`src/rtl/mi3_pkg.sv`:
```
// ----------------------------------------------------------------------------
// mi3_pkg
// Shared widths, payload types and index tables for the 3x3 matrix inverse.
// ----------------------------------------------------------------------------
`timescale 1ns / 1ps

package mi3_pkg;

	localparam int IN_WIDTH  = 16;
	localparam int OUT_WIDTH = 32;
	localparam int IN_FRAC   = IN_WIDTH / 2;
	localparam int OUT_FRAC  = OUT_WIDTH / 2;
	localparam int FRAC_SH   = IN_FRAC + OUT_FRAC;
	localparam int COF_W     = 2 * IN_WIDTH + 1;   // signed cofactor
	localparam int MAG_W     = 2 * IN_WIDTH;       // cofactor magnitude
	localparam int DET_W     = 3 * IN_WIDTH;       // reported determinant
	localparam int DETX_W    = 3 * IN_WIDTH + 3;   // exact determinant
	localparam int DEN_W     = DETX_W + 1;         // divisor: twice |det|
	localparam int REM_W     = DEN_W + OUT_WIDTH;  // divider remainder
	localparam int NLANE     = 9;
	localparam int Q_DEPTH   = 4;

	// rows (or columns) that remain in the minor of row (or column) i
	localparam logic [1:0] MINOR_SEL [3][2] = '{'{2'd1, 2'd2}, '{2'd0, 2'd2}, '{2'd0, 2'd1}};

	typedef struct packed {
		logic signed [IN_WIDTH-1:0] m00;
		logic signed [IN_WIDTH-1:0] m01;
		logic signed [IN_WIDTH-1:0] m02;
		logic signed [IN_WIDTH-1:0] m10;
		logic signed [IN_WIDTH-1:0] m11;
		logic signed [IN_WIDTH-1:0] m12;
		logic signed [IN_WIDTH-1:0] m20;
		logic signed [IN_WIDTH-1:0] m21;
		logic signed [IN_WIDTH-1:0] m22;
	} mi3_in_t;

	typedef struct packed {
		logic signed [OUT_WIDTH-1:0] inv00;
		logic signed [OUT_WIDTH-1:0] inv01;
		logic signed [OUT_WIDTH-1:0] inv02;
		logic signed [OUT_WIDTH-1:0] inv10;
		logic signed [OUT_WIDTH-1:0] inv11;
		logic signed [OUT_WIDTH-1:0] inv12;
		logic signed [OUT_WIDTH-1:0] inv20;
		logic signed [OUT_WIDTH-1:0] inv21;
		logic signed [OUT_WIDTH-1:0] inv22;
		logic signed [DET_W-1:0]     determinant;
		logic                        singular;
	} mi3_out_t;

	// classified item handed from front to back
	typedef struct packed {
		logic [NLANE-1:0][MAG_W-1:0] adj_mag;
		logic [NLANE-1:0]            adj_neg;
		logic [DETX_W-1:0]           dmag;
		logic                        dneg;
		logic                        singular;
		logic [DET_W-1:0]            det;
	} mi3_work_t;

endpackage

```
`src/rtl/mi3_queue.sv`:
```
// ----------------------------------------------------------------------------
// mi3_queue
// Short queue between the cofactor front and the divider back.
// ----------------------------------------------------------------------------
`timescale 1ns / 1ps

module mi3_queue #(
	parameter int DEPTH = mi3_pkg::Q_DEPTH
) (
	input  logic               clk,
	input  logic               arst_n,
	input  logic               push,
	input  mi3_pkg::mi3_work_t push_data,
	output logic               full,
	output logic               q_valid,
	output mi3_pkg::mi3_work_t q_data,
	input  logic               pop
);

	localparam int AW = $clog2(DEPTH);
	localparam int CW = $clog2(DEPTH + 1);

	mi3_pkg::mi3_work_t entry_q [DEPTH];
	logic [AW-1:0]      wr_ptr_q, rd_ptr_q;
	logic [CW-1:0]      count_q;

	assign full    = (count_q == CW'(DEPTH));
	assign q_valid = (count_q != '0);
	assign q_data  = entry_q[rd_ptr_q];

	always_ff @(posedge clk or negedge arst_n) begin
		if (!arst_n) begin
			wr_ptr_q <= '0;
			rd_ptr_q <= '0;
			count_q  <= '0;
		end else begin
			if (push) begin
				wr_ptr_q <= (wr_ptr_q == AW'(DEPTH - 1)) ? '0 : wr_ptr_q + 1'b1;
			end
			if (pop) begin
				rd_ptr_q <= (rd_ptr_q == AW'(DEPTH - 1)) ? '0 : rd_ptr_q + 1'b1;
			end
			if (push && !pop) begin
				count_q <= count_q + 1'b1;
			end else if (pop && !push) begin
				count_q <= count_q - 1'b1;
			end
		end
	end

	always_ff @(posedge clk) begin
		if (push) begin
			entry_q[wr_ptr_q] <= push_data;
		end
	end

	a_count_range: assert property (@(posedge clk) disable iff (!arst_n)
		count_q <= CW'(DEPTH))
		else $error("queue count above depth");
	a_no_overflow: assert property (@(posedge clk) disable iff (!arst_n)
		push |-> (!full || pop))
		else $error("push into full queue");
	a_no_underflow: assert property (@(posedge clk) disable iff (!arst_n)
		pop |-> q_valid)
		else $error("pop from empty queue");

endmodule

```
`config.mk`:
```
export PLATFORM = sky130hd
export DESIGN_NAME = mi3_queue
export DESIGN_NICKNAME = d
export VERILOG_FILES = /design/src/rtl/mi3_pkg.sv /design/src/rtl/mi3_queue.sv
export SDC_FILE = /design/constraint.sdc
export NUM_CORES = 1
export LEC_CHECK = 0
export BUFFER_PORTS_ARGS = -buffer_cell sky130_fd_sc_hd__buf_2
export CAP_MARGIN = 20
export CORE_AREA = 2 2 385 387
export DETAILED_ROUTE_END_ITERATION = 6
export DIE_AREA = 0 0 387 389
export HOLD_SLACK_MARGIN = 0.1
export PLACE_DENSITY = 0.57
export SLEW_MARGIN = 20
export SYNTH_ARGS = -nofsm -noshare
export SYNTH_HDL_FRONTEND = slang
export SYNTH_SLANG_ARGS = --single-unit
export TNS_END_PERCENT = 50
```
`constraint.sdc`:
```
create_clock -name clk -period 17.17 [get_ports clk]
set_clock_uncertainty 0.2 [all_clocks]
set_input_delay 1.717 -clock clk [delete_from_list [all_inputs] [get_ports clk]]
set_output_delay 1.717 -clock clk [all_outputs]
set_load 0.005 [all_outputs]
```
# After elaboration in Yosys (flattened, before gate mapping)

Memory sizes are Yosys's and may differ from the RTL's.
Index checks and enable logic that the tools add are counted.

Output and inout bits: 400
Memory bits (writable): 1592
Register bits after elaboration: 7
Latch bits: 0
Memories kept: 1
Bits of input ports: 402
ROM bits: 0

$mul: 0
Order comparisons: 0
Add/sub/neg operators: 4
Equality and inequality tests: 3
Divide/modulo/power cells: 0
Shifts and indexed selects: 0
Multiplexer cells: 6
Bitwise operators: 0
Reduce and logical (&&, ||, !) cells: 6

Memory list:

| memory  | depth | width | read ports | clocked after memory_dff | wr ports | RTL line        | RTL |
|---|---|---|---|---|---|---|---|
| entry_q | 4     | 398   | 1          | 0                        | 1        | mi3_queue.sv:23 | `mi3_pkg::mi3_work_t entry_q [DEPTH];` |

Operators by type and width:

| kind                                                               | number |
|---|---|
| 3-bit two-way mux                                                  | 2 |
| 2-bit by 1-bit adder with 2-bit output, second input constant      | 2 |
| 2-bit equality test, second input constant                         | 2 |
| 2-bit two-way mux                                                  | 2 |
| 3-bit by 1-bit adder with 3-bit output, second input constant      | 1 |
| 3-bit equality test, second input constant                         | 1 |
| 3-bit nonzero test                                                 | 1 |
| 3-bit by 1-bit subtractor with 3-bit output, second input constant | 1 |
| 1-bit logical AND                                                  | 2 |
| 1-bit zero test                                                    | 2 |
| 1-bit two-way mux                                                  | 2 |
| 2-bit nonzero test                                                 | 1 |

# Longest topological paths before layout

Word-level depth: 4
Mapped depth: 7
Mapped depth without buffers: 7

# Least setup slack after synthesis

Ideal clock, no wire load.

Path type: input -> register
From: input port push
To: memory entry_q[0][0] (netlist bit) (enable)
Slack: 5492 ps
Library setup time: 811 ps
Required time: 16159 ps
Stages on the path: 1
Data arrival time: 10668 ps
Cell sequence: and2_1

Cells in the longest elaborated chain, start to end: 2

Ends and longest elaborated chain:

| element                                 | RTL line        | RTL |
|---|---|---|
| start, declared                         | mi3_queue.sv:12 | `input logic push,` |
| 1-bit two-way mux                       | mi3_queue.sv:52 | `if (push) begin` |
| 1-bit two-way mux (implied by the code) | mi3_queue.sv:53 | `entry_q[wr_ptr_q] <= push_data;` |
| end, declared                           | mi3_queue.sv:23 |  |

No other way between the ends.

==> metrics <==
Net Sw Frac 28.4%; Power per Cell Area 168 nW/um2; mapped cell area between 50000 and 60000 um2; final hold violation count 0; core area 147000 um2; area leader, netlist edfxtp_1; Worst-Skew Late Latency around 0.78 ns; GR Util All Layers approximately 17%; Max Cap Viol 0; htree depth 4; CTS clk-pin slew, worst paths 0.06 ns; Peak VDD IR between 0.0001 and 0.00015 V; min-delay worst type reg2reg; Via Count 26300; GP Congestion 0.802; CTS tree done; drt wl/cell 25.1 um; Slew Viols, Final 0; Seq pwr share roughly 44%; # IOs roughly 800; final wirelength 129000 um; vias in the first global route about 28000; Syn Area/Cell 27.5 um2; required time of the critical path 15.25 ns; cell area after layout 69300 um2; Max Clock Freq 144 MHz; Setup Crit Path Kind reg2out; area of the die around 150000 um2; CP endpoint kind primary output; first-pass GRT wire length around 190000 um; Slew HR 28.0%; DP HPWL just over 80000 um; Post-CTS Setup Inserts 0; initial drt markers 1294; Cell Rows 141; RSZ-0062 raised after global routing false; share of the clock period used by the worst path 40.4%; WP data arrival 5.02 ns; # hold bufs at CTS 0; Initial Util a little under 40%; synthesis-to-finish area growth 19.2%; sequential fraction of the synthesis area roughly 83%; ranking of synthesized cells by area edfxtp_1 (82%), mux4_2 (15%), buf_12 (0.76%); Synth cell types 19; ANT nets after route 0; pin count of the biggest net entering global routing 134; setup violators final 0; layout cells sized above 1 approximately 46%; Final Net Count 3443; Yosys top cell area share 82.3%; post_cts resized 0; first-pass iteration count of the detailed router 5; Lkg Pwr ~23 nW; Via density 5.14; Longest Clk Path Bufs 3; initial antenna violation count 77; r2r setup slk 12.26 ns; P_int 8.35 mW; FILL cells 12000; Slew @ Worst Pin roughly 1.1 ns; TNS Setup 0 ns; gate count of the mapped netlist 2116; crit path launch type register; total grt overflow 0; clk sinks 1599; Final Critical Period 6.94 ns; FF+latch count, synth 1599; placed inst area 64000 um2; Psw around 3.3 mW; CP Max Fanout between 40 and 50; syn_nets about 2500; DR DRC count 0; Die X roughly 390 um; outcome finished clean; CTS Buf Count 167; Syn. warnings 0; Die Height just under 400 um; PortBufs about 800; clock share of power around 30%; combinational share of power 26.5%; Clock Tree Root clkbuf_16
worst paths after layout:
kind | cells after the start | end | startpoint
hold reg to reg | 1 | count_q[2] | count_q[2]
hold / removal | 1 | count_q[2] | count_q[2]
max in group asynchronous | 1 | rd_ptr_q[1] | arst_n
setup / recovery | 5 | q_data[50] | rd_ptr_q[0]
min in group asynchronous | 1 | rd_ptr_q[0] | arst_n
setup reg to reg | 6 | entry_q[3][21] | wr_ptr_q[0]
layer usage:
| layer | routed length (um) | track usage, % | vias to the layer above |
|---|---|---|---|
| li1 | - | - | 11100 |
| met1 | 46900 | 19.8 | 13800 |
| met2 | 63900 | 27.5 | 992 |
| met3 | 13000 | 7.45 | 309 |
| met4 | 4320 | 6.42 | 74 |
| met5 | 451 | 0 | - |
per-stage QoR:
stage               setup slack, ns  total power [mW]  cells  hold slack (ns)  util (%)
floorplan                      5.49              7.42   2116            0.249         -
global placement              10.83              8.37   4795            0.268      43.6
detailed placement            10.79              8.43   4795            0.273      43.6
CTS                            9.89              11.9   5094            0.285      47.2
global route                   9.59              12.2   5107            0.315      47.2
finish                        10.23              11.7   5119            0.282      47.2
power by group through the flow:
stage	Combinational, mW	Clock (mW)	Sequential (mW)
2_1_floorplan	1.97	0	5.45
3_3_place_gp	3.15	0	5.22
3_5_place_dp	3.17	0	5.26
4_1_cts	3.19	3.49	5.18
5_1_grt	3.32	3.63	5.22
6_report	3.09	3.40	5.16
cells in the mapped netlist:
| master | n |
|---|---|
| and2_1 | 4 |
| buf_12 | 22 |
| buf_2 | 42 |
| buf_6 | 23 |
| clkbuf_1 | 2 |
| dfrtp_1 | 7 |
| edfxtp_1 | 1592 |
| fa_1 | 1 |
| ha_1 | 6 |
| inv_1 | 4 |
| mux2_2 | 3 |
| mux4_2 | 398 |
| nand2_1 | 2 |
| nor2_1 | 3 |
| nor3b_1 | 1 |
| o21ai_0 | 2 |
| or3_1 | 1 |
| xnor2_1 | 1 |
| xor2_1 | 2 |
cells by family (layout without fill, tap and decap cells):
group / count (synthesis) / count (layout) / share of synthesized area, %
flip-flops: 1599 / 1599 / 82.6
multiplexers: 401 / 401 / 15.5
buffers and inverters: 93 / 1141 / 1.60
AND/OR/NAND/NOR: 11 / 11 / 0.0991
adder cells (fa/ha/maj): 7 / 7 / 0.164
XOR/XNOR: 3 / 3 / 0.0452
AO/OA/AOI/OAI: 2 / 2 / 0.0172
other: 0 / 25 / 0
critical path, stage by stage (launching register included):
cell and delay (ns):
dfrtp_4 0.94, buf_4 0.76, buf_4 0.76, buf_4 0.84, mux4_2 0.62, buf_2 0.15
area by class of cell:
class / count / area, um2 / share of cell area (%)
Clock buffer: 209 / 4370 / 6.30
Timing Repair Buffer: 838 / 4340 / 6.26
Inverter: 4 / 15.0 / 0.0217
Sequential cell: 1599 / 48000 / 69.3
Tap cell: 1930 / 2410 / 3.49
Clock inverter: 90 / 888 / 1.28
Antenna cell: 25 / 62.6 / 0.0903
Multi-Input combinational cell: 424 / 9200 / 13.3
cell usage in the layout, fill, tap and decap left out, types with 3 or more instances in the layout:
master	count
edfxtp_1	1592
buf_2	801
mux4_2	398
clkbuf_16	167
clkbuf_1	39
clkinv_1	35
buf_4	33
diode_2	25
clkinv_2	23
bufinv_16	7
clkinv_16	7
ha_1	6
clkinvlp_4	6
clkinv_8	5
dfrtp_1	5
inv_1	4
and2_4	4
buf_12	4
mux2_2	3
nor2_1	3
inv_16	3
clkbuf_8	3
registers in the layout, summed over array words and instances (netlist names):
signal and count:
rd_ptr_q 2, wr_ptr_q 2, entry_q 1592, count_q 3
Power figures use the tool's default switching activity.
